### src/sv/hsmc_pkg.sv
// Package for the hysteresis safety mode controller: level codes, widths, step decision type.
`default_nettype none

package hsmc_pkg;

    localparam int COUNTER_WIDTH_DEF = 32;
    localparam int VAL_W             = 32;
    localparam int TICK_W            = 31;
    localparam int OUT_CNT_W         = 32;
    localparam int CFG_IDX_W         = 2;
    localparam int CFG_DATA_W        = 31;
    localparam int S_TDATA_W         = 96;
    localparam int M_TDATA_W         = 168;

    localparam logic [1:0] LVL_SAFE    = 2'd0;
    localparam logic [1:0] LVL_CAUTION = 2'd1;
    localparam logic [1:0] LVL_STRICT  = 2'd2;

    localparam logic [CFG_IDX_W-1:0] REG_ADAPTIVE_ENABLE = 2'd0;
    localparam logic [CFG_IDX_W-1:0] REG_REACTION_ORIGIN = 2'd1;

    localparam logic [TICK_W-1:0] ORIGIN_RESET = 31'd500;

    typedef struct packed {
        logic [1:0] level_next;
        logic       changed;
        logic       up_caution;
        logic       up_strict;
        logic       down_caution;
        logic       down_safe;
    } hsmc_step_t;

endpackage

`default_nettype wire

### src/sv/hsmc_step.sv
// Level decision for one item: hysteresis compares and transition flags.
`default_nettype none

module hsmc_step
    import hsmc_pkg::*;
(
    input  wire logic [1:0]       level,
    input  wire logic             adaptive,
    input  wire logic [VAL_W-1:0] violation,
    input  wire logic [VAL_W-1:0] weight_floor,
    output hsmc_step_t            step
);

    localparam int PROD_W = VAL_W + 6;

    logic [PROD_W-1:0] v_ext;
    logic [PROD_W-1:0] w_ext;
    logic              above_5pct;
    logic              above_10pct;
    logic              below_2pct;
    logic              below_4pct;
    logic [1:0]        lvl_n;

    assign v_ext = {6'd0, violation};
    assign w_ext = {6'd0, weight_floor};

    // exact compares: v*20 > w is v > 5% of w, etc.
    assign above_5pct  = (v_ext * PROD_W'(20)) > w_ext;
    assign above_10pct = (v_ext * PROD_W'(10)) > w_ext;
    assign below_2pct  = (v_ext * PROD_W'(50)) < w_ext;
    assign below_4pct  = (v_ext * PROD_W'(25)) < w_ext;

    always_comb begin
        lvl_n = level;
        if (adaptive) begin
            case (level)
                LVL_SAFE: begin
                    if (above_5pct) lvl_n = LVL_CAUTION;
                end
                LVL_CAUTION: begin
                    if (above_10pct)     lvl_n = LVL_STRICT;
                    else if (below_2pct) lvl_n = LVL_SAFE;
                end
                LVL_STRICT: begin
                    if (below_4pct) lvl_n = LVL_CAUTION;
                end
                default: lvl_n = level;
            endcase
        end
    end

    always_comb begin
        step.level_next   = lvl_n;
        step.changed      = (lvl_n != level);
        step.up_caution   = (level == LVL_SAFE)    && (lvl_n == LVL_CAUTION);
        step.up_strict    = (level == LVL_CAUTION) && (lvl_n == LVL_STRICT);
        step.down_caution = (level == LVL_STRICT)  && (lvl_n == LVL_CAUTION);
        step.down_safe    = (level == LVL_CAUTION) && (lvl_n == LVL_SAFE);
    end

endmodule

`default_nettype wire

### src/sv/hysteresis_safety_mode_controller.sv
// Hysteresis safety mode controller: one safety level update and report per item.
// Each item (violation, weight floor, tick) is taken into an input register; when the result
// register is free, the level decision, counter updates and reaction latch run in one pass
// of logic into the result register, which drives m_tvalid and m_tdata. Throughput is one
// item per cycle while m_tready keeps the result register free, set by the single level
// register that every item reads and, in adaptive mode, writes. The result register can hold
// a finished item while the next one is accepted. The configuration port is always ready and
// is to be written only while no item is in flight.
`default_nettype none

module hysteresis_safety_mode_controller
    import hsmc_pkg::*;
#(
    parameter int COUNTER_WIDTH = COUNTER_WIDTH_DEF
) (
    input  wire logic                  aclk,
    input  wire logic                  aresetn,
    input  wire logic                  s_tvalid,
    output logic                       s_tready,
    // [31:0] violation, [63:32] weight_floor, [94:64] tick_number, [95] zero
    input  wire logic [S_TDATA_W-1:0]  s_tdata,
    output logic                       m_tvalid,
    input  wire logic                  m_tready,
    // [1:0] safety_level, [2] level_changed, [34:3] up_to_caution_count,
    // [66:35] up_to_strict_count, [98:67] down_to_caution_count,
    // [130:99] down_to_safe_count, [131] reaction_valid, [162:132] reaction_delay,
    // [167:163] zero
    output logic [M_TDATA_W-1:0]       m_tdata,
    input  wire logic                  cfg_valid,
    output logic                       cfg_ready,
    input  wire logic [CFG_IDX_W-1:0]  cfg_index,
    input  wire logic [CFG_DATA_W-1:0] cfg_data
);

    logic                     in_valid_reg;
    logic [VAL_W-1:0]         viol_reg;
    logic [VAL_W-1:0]         weight_reg;
    logic [TICK_W-1:0]        tick_reg;

    logic                     adaptive_reg;
    logic [TICK_W-1:0]        origin_reg;

    logic [1:0]               level_reg;
    logic [COUNTER_WIDTH-1:0] cnt_up_c_reg, cnt_up_c_next;
    logic [COUNTER_WIDTH-1:0] cnt_up_s_reg, cnt_up_s_next;
    logic [COUNTER_WIDTH-1:0] cnt_dn_c_reg, cnt_dn_c_next;
    logic [COUNTER_WIDTH-1:0] cnt_dn_s_reg, cnt_dn_s_next;
    logic                     latched_reg, latched_next;
    logic [TICK_W-1:0]        delay_reg, delay_next;

    logic                     out_valid_reg;
    logic [M_TDATA_W-1:0]     out_data_reg, out_data_next;

    logic                     advance;
    hsmc_step_t               step;

    assign advance   = in_valid_reg && (!out_valid_reg || m_tready);
    assign s_tready  = !in_valid_reg || advance;
    assign m_tvalid  = out_valid_reg;
    assign m_tdata   = out_data_reg;
    assign cfg_ready = 1'b1;

    hsmc_step u_step (
        .level        (level_reg),
        .adaptive     (adaptive_reg),
        .violation    (viol_reg),
        .weight_floor (weight_reg),
        .step         (step)
    );

    always_comb begin
        cnt_up_c_next = cnt_up_c_reg;
        cnt_up_s_next = cnt_up_s_reg;
        cnt_dn_c_next = cnt_dn_c_reg;
        cnt_dn_s_next = cnt_dn_s_reg;
        if (step.up_caution && (cnt_up_c_reg != '1)) cnt_up_c_next = cnt_up_c_reg + 1'b1;
        if (step.up_strict && (cnt_up_s_reg != '1))  cnt_up_s_next = cnt_up_s_reg + 1'b1;
        if (step.down_caution && (cnt_dn_c_reg != '1)) cnt_dn_c_next = cnt_dn_c_reg + 1'b1;
        if (step.down_safe && (cnt_dn_s_reg != '1))  cnt_dn_s_next = cnt_dn_s_reg + 1'b1;

        latched_next = latched_reg;
        delay_next   = delay_reg;
        if (!latched_reg && step.changed && (tick_reg >= origin_reg)) begin
            latched_next = 1'b1;
            delay_next   = tick_reg - origin_reg;
        end

        out_data_next = {
            5'd0,
            delay_next,
            latched_next,
            OUT_CNT_W'(cnt_dn_s_next),
            OUT_CNT_W'(cnt_dn_c_next),
            OUT_CNT_W'(cnt_up_s_next),
            OUT_CNT_W'(cnt_up_c_next),
            step.changed,
            step.level_next
        };
    end

    always_ff @(posedge aclk) begin
        if (!aresetn) begin
            in_valid_reg  <= 1'b0;
            out_valid_reg <= 1'b0;
            adaptive_reg  <= 1'b1;
            origin_reg    <= ORIGIN_RESET;
            level_reg     <= LVL_SAFE;
            cnt_up_c_reg  <= '0;
            cnt_up_s_reg  <= '0;
            cnt_dn_c_reg  <= '0;
            cnt_dn_s_reg  <= '0;
            latched_reg   <= 1'b0;
            delay_reg     <= '0;
        end else begin
            if (s_tvalid && s_tready) begin
                in_valid_reg <= 1'b1;
            end else if (advance) begin
                in_valid_reg <= 1'b0;
            end

            if (advance) begin
                out_valid_reg <= 1'b1;
            end else if (m_tready) begin
                out_valid_reg <= 1'b0;
            end

            if (cfg_valid) begin
                case (cfg_index)
                    REG_ADAPTIVE_ENABLE: adaptive_reg <= cfg_data[0];
                    REG_REACTION_ORIGIN: origin_reg   <= cfg_data;
                    default: ;
                endcase
            end

            // frozen mode leaves the level, counters, reaction latch and delay as they were
            if (advance && adaptive_reg) begin
                level_reg    <= step.level_next;
                cnt_up_c_reg <= cnt_up_c_next;
                cnt_up_s_reg <= cnt_up_s_next;
                cnt_dn_c_reg <= cnt_dn_c_next;
                cnt_dn_s_reg <= cnt_dn_s_next;
                latched_reg  <= latched_next;
                delay_reg    <= delay_next;
            end
        end
    end

    always_ff @(posedge aclk) begin
        if (s_tvalid && s_tready) begin
            viol_reg   <= s_tdata[31:0];
            weight_reg <= s_tdata[63:32];
            tick_reg   <= s_tdata[94:64];
        end
        if (advance) begin
            out_data_reg <= out_data_next;
        end
    end

`ifndef SYNTH
    a_level_only_on_advance: assert property (@(posedge aclk) disable iff (!aresetn)
        !advance |=> $stable(level_reg))
        else $error("level moved without an item");

    a_frozen_holds: assert property (@(posedge aclk) disable iff (!aresetn)
        (advance && !adaptive_reg) |=> $stable(level_reg) && $stable(cnt_up_c_reg)
            && $stable(latched_reg))
        else $error("state moved while adaptive mode off");

    a_latch_sticky: assert property (@(posedge aclk) disable iff (!aresetn)
        latched_reg |=> latched_reg && $stable(delay_reg))
        else $error("reaction latch lost or delay changed");

    a_changed_flag: assert property (@(posedge aclk) disable iff (!aresetn)
        advance |=> out_data_reg[2] == (level_reg != $past(level_reg)))
        else $error("level_changed disagrees with level update");
`endif

endmodule

`default_nettype wire
### config.mk
export PLATFORM = sky130hd
export DESIGN_NAME = hysteresis_safety_mode_controller
export DESIGN_NICKNAME = d
export VERILOG_FILES = /design/src/sv/hsmc_pkg.sv /design/src/sv/hsmc_step.sv /design/src/sv/hysteresis_safety_mode_controller.sv
export SDC_FILE = /design/constraint.sdc
export NUM_CORES = 1
export LEC_CHECK = 0
export BUFFER_PORTS_ARGS = -buffer_cell sky130_fd_sc_hd__buf_2
export CAP_MARGIN = 5
export CORE_MARGIN = 2
export CORE_UTILIZATION = 45
export CTS_BUF_LIST = sky130_fd_sc_hd__clkbuf_4 sky130_fd_sc_hd__clkbuf_8
export DETAILED_ROUTE_END_ITERATION = 10
export GPL_ROUTABILITY_DRIVEN = 0
export HOLD_SLACK_MARGIN = 0.06
export PLACE_DENSITY_LB_ADDON = 0.3
export SYNTH_ARGS = -nofsm -noshare
export SYNTH_HDL_FRONTEND = slang
export SYNTH_SLANG_ARGS = --single-unit
### constraint.sdc
create_clock -name aclk -period 7.6 [get_ports aclk]
set_input_delay 1.52 -clock aclk [delete_from_list [all_inputs] [get_ports aclk]]
set_output_delay 1.52 -clock aclk [all_outputs]
set_load 0.1 [all_outputs]
==> out/summary.txt, run 1 <==
Vias - 22,840
Layout cells sized above 1 - 15.86%
Vias in the first global route - 21,561
Top FF cell, synth - edfxtp_1
1st-iter DRT viols - 1,497
P_sw - 2.787 mW
Crit path required time - 8.00 ns
Outcome - complete, no violations
CP Data Arrival Time - 7.54 ns
Final setup viols - 0
Die Area - 67,300 um2
Cell Area, Synth - 29,360 um2
Post-synth top cells - nand2_1 (350), ha_1 (317), edfxtp_1 (258), inv_1 (242), dfxtp_1 (196)
EDFF count, synth - 258
Antenna viol nets, final - 0
Global Route Usage Sum - 21.18%
WP buf/inv - 2
Clock share of power - 32.2%
Syn avg cell area - 9.585 um2
Inserted Clock Buffers - 80
Crit-path leading delay family - compound AO/OA/AOI/OAI gates
Cell mode on critical path - a21oi_1
Crit start category - register
Clock Skews - 0.04144 ns
Routed WL - 71.77 mm
Crit Path Max Fanout - 18
CTS tree - built
Drt wl/cell - 16.77 um
Slowest cell on crit path - or4_1
Grt ovf - 0
Max incr delay on CP - 0.63 ns
PortBufs - 297
Final Critical Period - 7.135 ns
Overall Power - 7.909 mW
# rows - 93
Yosys warns - 0
Maximum vdd drop - 0.0001359 V
DRC - 0
Hold Fails Final Rpt - 0
Clk slew on worst S/H paths - 0.06 ns
CTS root buffer - clkbuf_8
Synth top area share - 26.39%
Crit. End Element - register
Most common cell in the netlist - nand2_1
Least-Margin Pin Slew - 0.9691 ns
Detailed Place HPWL - 53.56 mm
Hold Buf Count CTS - 0
Fmax - 140.1 MHz
Final Max Slew Viols - 0
Initial Util - 45.54%
Top cell type by total area after synthesis - edfxtp_1
Seq pwr share - 35.1%
Synth area leaders - edfxtp_1 (26%), ha_1 (14%), dfxtp_1 (13%)
Die Span Y - 259.4 um
Max clock buf depth - 3
Ys async rst share - 0%
Leakage - 14.37 nW
Hold Crit Class - register to register
Fin crit share - 93.89%
Combinational share of power - 32.7%
CTS sink count - 454
Max reg flops - 163
Distinct cells, synth - 84
First-pass GRT wire length - 113.8 mm
Design Area, Final - 33,500 um2
Clock latency on the worst-skew pair - 0.67 ns
Mapped Cells - 3,063
Top Ports - 305
# Max-Cap Violations - 0
Via density - 5.338
Worst hold slack - 0.4541 ns
DR pass1 iterations - 6
Die width - 259.4 um
H-Tree Depth - 3
DP Area - 31,640 um2
Sw Share - 35.24%
Nets - 3,829
Area Overhead vs Synth - 14.12%
Internal power - 5.122 mW
Synth Register Bits - 454
Pin count of the biggest net entering global routing - 96
Rel. slew slack - 35.40%
Core Region - 64,460 um2
Sequential area share after synthesis - 39.75%
Crit path kind - register to register
Power per Cell Area - 236.1 nW/um2
Antenna violations before repair - 6
stage by stage:
| step | worst slack [ns] | TNS [ns] | util [%] | instances |
|---|---|---|---|---|
| after CTS | 0.3781 | 0 | 51.91 | 4272 |
| after floorplan | 1.066 | 0 | - | 3067 |
| after global routing | -0.002953 | -0.002953 | 51.96 | 4275 |
| final | 0.4646 | 0 | 51.97 | 4279 |
| after detailed placement | 0.4363 | 0 | 49.08 | 4122 |
| after global placement | 0.4214 | 0 | 49.08 | 4122 |
power groups by stage:
stage | sequential [mW] | combinational (mW) | clock (mW)
3_3_place_gp | 2.83 | 2.52 | 0
3_5_place_dp | 2.83 | 2.54 | 0
5_1_grt | 2.79 | 2.89 | 2.72
4_1_cts | 2.78 | 2.56 | 2.62
6_report | 2.78 | 2.59 | 2.54
2_1_floorplan | 3.18 | 1.61 | 0
cells by family after synthesis:
family                   after synthesis  share of synthesized area (%)
other                                  2                        0.02558
adder cells (fa/ha/maj)              346                          15.49
flip-flops                           454                          39.75
buffers and inverters                368                          4.892
XOR/XNOR                             227                          6.772
multiplexers                         110                          4.002
AND/OR/NAND/NOR                     1023                          17.23
AO/OA/AOI/OAI                        533                          11.84
final cells by class:
type | instances | area [um2]
repair buffers | 325 | 1703
inverters | 243 | 913.4
well taps | 855 | 1070
fillers | 6022 | 30960
clock buffers | 114 | 1413
flip-flops and latches | 454 | 11670
clock inverters | 36 | 414.1
diodes | 7 | 17.52
multi-input cells | 2245 | 16300
metal layers:
layer / GRT usage (%) / up-vias / wire length (um)
met3: 3.466 / 115 / 4460
met1: 29.53 / 10587 / 33450
met5: 0 / - / 23
li1: - / 11538 / -
met4: 7.280 / 4 / 2096
met2: 33.29 / 596 / 31740
final timing paths:
kind                       start        endpoint  slack (ns)  cells past startpoint
hold reg to reg   origin_reg[24]  origin_reg[24]        0.45                      2
hold / removal    origin_reg[24]  origin_reg[24]        0.45                      2
setup / recovery     viol_reg[1]    m_tdata[134]        0.46                     26
setup reg to reg     viol_reg[1]    m_tdata[134]        0.46                     26
cell usage in the layout, fill, tap and decap left out, types with 17 or more instances in the layout:
cell	Yosys	layout
a211oi_1	17	17
a21o_1	72	72
a21oi_1	184	183
and3_1	44	44
buf_2	14	296
buf_4	6	28
clkbuf_4	0	25
clkbuf_8	0	89
dfxtp_1	196	196
edfxtp_1	258	258
fa_1	29	29
ha_1	317	317
inv_1	242	242
mux2_2	23	23
mux2i_1	78	78
nand2_1	350	349
nand2b_1	72	72
nand3_1	108	108
nand4_1	60	60
nor2_1	159	159
nor3_1	58	57
nor4_1	46	46
o21a_1	22	22
o21ai_0	92	92
o21bai_1	18	18
o31ai_1	18	18
or3_1	21	21
or4_1	20	20
xnor2_1	153	152
xor2_1	74	74
worst register-to-register path, cell delays in order, from the launching register on:
cell,delay [ns]
edfxtp_1,0.50
ha_1,0.34
ha_1,0.20
inv_1,0.07
fa_1,0.40
nand2b_1,0.19
a21oi_1,0.26
o21a_1,0.25
a21oi_1,0.15
o21ai_0,0.39
a21o_1,0.19
a21oi_1,0.11
o21bai_1,0.16
a21oi_1,0.11
xnor2_2,0.22
ha_1,0.37
nand4_1,0.19
or4_1,0.63
a31oi_1,0.28
nor2_1,0.07
nor3_1,0.43
a211o_1,0.18
o21ai_0,0.12
o211ai_4,0.42
nand2_2,0.10
buf_4,0.24
mux2_4,0.33
repair_timing:
| action | in CTS | in global routing |
|---|---|---|
| endpoints found under the setup margin | 0 | 93 |
| gates resized for setup | 0 | 6 |
| setup buffers | 0 | 0 |
Note: power is estimated with default switching activity, not from simulation.
==> run 2: changes to the inputs <==
--- a/config.mk
+++ b/config.mk
@@ -8,5 +8,4 @@
 export BUFFER_PORTS_ARGS = -buffer_cell sky130_fd_sc_hd__buf_2
 export CAP_MARGIN = 5
-export CORE_MARGIN = 2
 export CORE_UTILIZATION = 45
 export CTS_BUF_LIST = sky130_fd_sc_hd__clkbuf_4 sky130_fd_sc_hd__clkbuf_8
@@ -14,4 +13,5 @@
 export GPL_ROUTABILITY_DRIVEN = 0
 export HOLD_SLACK_MARGIN = 0.06
+export MAX_ROUTING_LAYER = met4
 export PLACE_DENSITY_LB_ADDON = 0.3
 export SYNTH_ARGS = -nofsm -noshare
==> constraint.sdc (replaced) <==
create_clock -name aclk -period 7.6 [get_ports aclk]
set_input_delay 1.52 -clock aclk [delete_from_list [all_inputs] [get_ports aclk]]
set_output_delay 1.52 -clock aclk [all_outputs]
set_load 0.01 [all_outputs]
==> out/summary.txt, run 2 (same netlist as run 1, synthesis figures left out) <==
Outcome - complete, no violations
Crit path kind - register to register
CTS sink count - 454
Clock Skews - 0.02537 ns
# fillers - 6,035
Top Ports - 305
Layout cells sized above 1 - 15.63%
Max reg flops - 163
Via density - 5.338
Met2 usage - 33.00%
Min-delay src - origin_reg[3]
Busiest grt layer - met2
PortBufs - 297
1st-iter DRT viols - 1,468
Hold Buf Count CTS - 0
Hold Crit Class - register to register
Dpl ws - 0.2196 ns
Drt wl/cell - 16.79 um
Vias - 22,792
Power per Cell Area - 220.3 nW/um2
Initial Util - 45.54%
Least-Margin Pin Slew - 1.016 ns
Setup TNS - 0 ns
DRC - 0
Detailed Place HPWL - 53.45 mm
RR Startpoint - viol_reg[4]
PnR worst setup slack - 0.5225 ns
M1 GR Usage - 30.35%
Met3 Use GR - 3.664%
Final Critical Period - 7.077 ns
Vias in the first global route - 21,536
CP startpoint - viol_reg[4]
Crit Path Max Fanout - 30
Crit path required time - 7.99 ns
Setup Buffers After CTS - 0
CTS root buffer - clkbuf_8
Most common cell after layout, fill and taps aside - nand2_1
Hold Fails Final Rpt - 0
Die width - 257.4 um
RSZ-0062 raised after global routing - false
# rows - 93
Maximum vdd drop - 0.0001321 V
Crit start category - register
CP Data Arrival Time - 7.47 ns
Commonest non-fill, non-tap cells in the layout - nand2_1 (349), ha_1 (317), buf_2 (296)
Leakage - 14.27 nW
CTS tree - built
Rel. slew slack - 32.27%
Die Span Y - 257.4 um
DR pass1 iterations - 6
Crit. End Element - register
Die Area - 66,270 um2
H-Tree Depth - 3
Clk slew on worst S/H paths - 0.06 ns
Fmax - 141.3 MHz
Fin crit share - 93.12%
# resized after CTS - 0
Core Region - 64,460 um2
Max clock buf depth - 3
Global Route Usage Sum - 22.17%
Inserted Clock Buffers - 77
Clock latency on the worst-skew pair - 0.66 ns
Final setup viols - 0
Area Overhead vs Synth - 13.48%
Nets - 3,826
Final Max Slew Viols - 0
Antenna violations before repair - 5
First-pass GRT wire length - 114.3 mm
Pin count of the biggest net entering global routing - 78
Routed WL - 71.69 mm
Antenna viol nets, final - 0
Grt ovf - 0
# Max-Cap Violations - 0
## run 2: changes by cell type in the layout (fill, tap and decap cells not counted), moves of 2 or more
cell | before | now
clkbuf_4 | 25 | 27
clkinv_2 | 16 | 12
clkinv_1 | 7 | 9
diode_2 | 7 | 5
bufinv_16 | 8 | 3
clkbuf_8 | 89 | 85
## run 2: layout make-up
class / instances / area, um2 / share of cell area, %
clock buffers: 112 / 1373 / 4.120
inverters: 243 / 913.4 / 2.742
well taps: 855 / 1070 / 3.211
multi-input cells: 2245 / 16300 / 48.93
flip-flops and latches: 454 / 11670 / 35.03
repair buffers: 325 / 1703 / 5.111
diodes: 5 / 12.51 / 0.03756
clock inverters: 31 / 271.5 / 0.8150
## run 2: worst max-delay path: stages, from the launching register on
cell and delay, ns:
edfxtp_1 0.49, ha_1 0.34, ha_1 0.28, inv_1 0.05, fa_1 0.51, inv_1 0.05, ha_1 0.35, a21o_1 0.20
a221oi_2 0.40, o22ai_2 0.21, a21oi_2 0.24, nor2_1 0.07, nor2_1 0.16, o21ai_0 0.16, a21oi_1 0.25, xnor2_1 0.18
ha_1 0.28, a21o_1 0.17, a21oi_1 0.15, o21ai_0 0.10, a21o_1 0.19, a221o_1 0.35, a31oi_2 0.31, a32oi_4 0.17
buf_4 0.26, nor3_2 0.18, buf_4 0.35, mux2_2 0.37
## run 2: through the flow
stage | cell area (um2) | util [%] | total power [mW] | instances | hold slack (ns)
2_1_floorplan | 29370 | - | 4.437 | 3067 | 0.4346
3_3_place_gp | 31640 | 49.08 | 4.996 | 4122 | 0.4415
3_5_place_dp | 31640 | 49.08 | 5.026 | 4122 | 0.4463
4_1_cts | 33280 | 51.63 | 7.387 | 4265 | 0.4544
5_1_grt | 33310 | 51.67 | 7.830 | 4267 | 0.4793
6_report | 33320 | 51.68 | 7.338 | 4270 | 0.4530
## run 2: final timing paths
path,to,slack (ns),cells after the start
worst max-delay path,m_tdata[4],0.52,27
worst min-delay path,origin_reg[3],0.45,2
worst min register to register,origin_reg[3],0.45,2
worst max register to register,m_tdata[4],0.52,27
## run 2: routing by layer
metal  vias up  wire [um]
met5         -          0
met4         0       2120
met3        98       4285
met2       611      31280
met1     10566      34010
li1      11517          -
## run 2: power breakdown
group	internal (mW)	switching [mW]	total [mW]
clock network	1.28	1.04	2.32
registers	2.72	0.0610	2.78
logic	0.919	1.32	2.24
total	4.92	2.42	7.34
==> run 3: changes to the inputs <==
- CORE_UTILIZATION: 45 -> 56
- SYNTH_HIERARCHICAL: unset -> 1
==> out/summary.txt, run 3 <==
Initial Util - 56.59%
First-pass GRT wire length - 109.9 mm
Clock Skews - 0.03580 ns
Rel. slew slack - 21.42%
Post-synth top cells - ha_1 (317), nand2_1 (273), edfxtp_1 (258), inv_1 (243), dfxtp_1 (196)
Synth Register Bits - 454
Combinational share of power - 30.9%
1st-iter DRT viols - 1,775
Final Max Slew Viols - 0
Max incr delay on CP - 0.60 ns
Nets - 3,746
Internal power - 4.950 mW
PortBufs - 297
Most common cell in the netlist - ha_1
Die Span Y - 229.7 um
Area Overhead vs Synth - 14.21%
Crit path kind - register to register
EDFF count, synth - 258
H-Tree Depth - 3
Slowest cell on crit path - or4_4
Crit-path leading delay family - simple AND/OR/NAND/NOR gates
Overall Power - 7.362 mW
Synth top area share - 26.68%
Die width - 229.7 um
CTS tree - built
Via density - 5.711
Top Ports - 305
FF-to-FF setup slack - 0.19 ns
Final setup viols - 0
Clock latency on the worst-skew pair - 0.69 ns
Clk slew on worst S/H paths - 0.06 ns
CTS root buffer - clkbuf_8
Synth area leaders - edfxtp_1 (27%), ha_1 (14%), dfxtp_1 (14%)
Hold Fails Final Rpt - 0
Antenna viol nets, final - 0
Max clock buf depth - 3
Core Region - 51,300 um2
Least-Margin Pin Slew - 1.175 ns
Distinct cells, synth - 95
Most common cell after layout, fill and taps aside - ha_1
Crit. End Element - register
Final Critical Period - 7.415 ns
Leakage - 14.11 nW
Layout cells sized above 1 - 17.78%
Worst hold slack - 0.4684 ns
Top cell type by total area after synthesis - edfxtp_1
Fin crit share - 97.56%
Vias - 22,905
Ys async rst share - 0%
Maximum vdd drop - 0.0001956 V
Die Area - 52,760 um2
DRC - 0
Routed WL - 69.71 mm
Sequential area share after synthesis - 40.20%
Cell Area, Synth - 29,030 um2
Crit start category - register
# Max-Cap Violations - 0
Antenna violations before repair - 1
Syn avg cell area - 9.862 um2
Drt wl/cell - 17.38 um
CTS sink count - 454
Setup TNS - 0 ns
Commonest non-fill, non-tap cells in the layout - ha_1 (312), buf_2 (296), nand2_1 (272)
Cell mode on critical path - buf_4
WP buf/inv - 5
Fmax - 134.9 MHz
Crit path required time - 8.20 ns
Grt ovf - 0
P_sw - 2.411 mW
Top FF cell, synth - edfxtp_1
Mapped Cells - 2,944
Crit Path Max Fanout - 6
Dpl ws - -0.06699 ns
Seq pwr share - 37.7%
Global Route Usage Sum - 26.46%
Max reg flops - 163
Power per Cell Area - 222.0 nW/um2
Pin count of the biggest net entering global routing - 112
CP Data Arrival Time - 8.01 ns
Outcome - complete, no violations
Vias in the first global route - 22,276
Clock share of power - 31.4%
Hold Crit Class - register to register
DR pass1 iterations - 8
# rows - 83
Detailed Place HPWL - 51.67 mm
PnR worst setup slack - 0.1854 ns
Inserted Clock Buffers - 76
Sw Share - 32.75%
Yosys warns - 6
-- run 3: changes by cell type in the layout (fill, tap and decap cells not counted), moves of 26 or more --
cell	previous run	this run
nor4_1	46	7
nor2b_1	13	39
xnor2_1	153	185
nand2b_1	72	18
mux2i_1	78	30
buf_4	28	55
nor2_1	159	129
a21boi_0	3	49
nand2_1	349	272
xor2_1	74	122
a21oi_1	183	132
a21o_1	72	35
and2_1	16	114
-- run 3: power groups by stage --
stage          Combinational, mW  Sequential, mW  Clock (mW)
2_1_floorplan               1.51            2.84           0
3_3_place_gp                2.03            2.82           0
3_5_place_dp                2.14            2.83           0
4_1_cts                     2.17            2.78        2.37
5_1_grt                     2.50            2.78        2.46
6_report                    2.28            2.78        2.31
-- run 3: final cells by class --
cell class	instances	area, um2
fill	4062	18140
multi-input combinational	2138	16150
sequential	454	11670
timing repair buffer	353	1934
clock buffer	113	1393
inverter	243	912.1
tap	680	850.8
clock inverter	29	242.7
antenna	1	2.502
-- run 3: repair_timing --
action	4_1_cts	5_1_grt
endpoints found under the setup margin	3	119
gates cloned	0	0
buffers inserted	1	17
endpoints found under the hold margin	0	0
resized for setup	2	32
hold buffers	0	0
pin swaps	0	10
-- run 3: kinds of logic (layout without fill, tap and decap cells) --
logic type,Yosys count,count (layout),synth area share [%]
compound gates,476,476,11.03
xor+xnor,312,312,9.463
fa+ha+maj,346,346,15.66
buf+inv,356,738,4.770
flops,454,454,40.20
mux,56,56,2.051
other cells,2,7,0.02587
simple gates,942,942,16.80
-- run 3: worst register-to-register path, delay by kind of cell (launching register included) --
family	cells	cell delay, ns
buf+inv	5	0.65
simple gates	9	2.57
compound gates	11	2.08
fa+ha+maj	4	1.32
xor+xnor	1	0.19
flops	1	0.51
-- run 3: metrics by stage --
step | cells | instance area, um2 | util (%)
6_report | 4011 | 33160 | 64.64
5_1_grt | 4011 | 33160 | 64.64
4_1_cts | 3993 | 32910 | 64.14
3_5_place_dp | 3850 | 31260 | 60.93
3_3_place_gp | 3850 | 31260 | 60.93
2_1_floorplan | 2948 | 29050 | -
-- run 3: path summary, 6_finish.rpt --
kind,start,endpoint,cells after the start
max,viol_reg[1],cnt_dn_s_reg[30],30
min reg2reg,origin_reg[26],origin_reg[26],2
min,origin_reg[26],origin_reg[26],2
max reg2reg,viol_reg[1],cnt_dn_s_reg[30],30
-- run 3: routing by layer --
metal	part of all wire [%]	up-vias	GRT usage, %
met4	3.8	0	12.15
met3	6.0	180	3.695
li1	-	11043	-
met2	47	812	42.74
met1	43	10870	32.92
met5	0	-	-
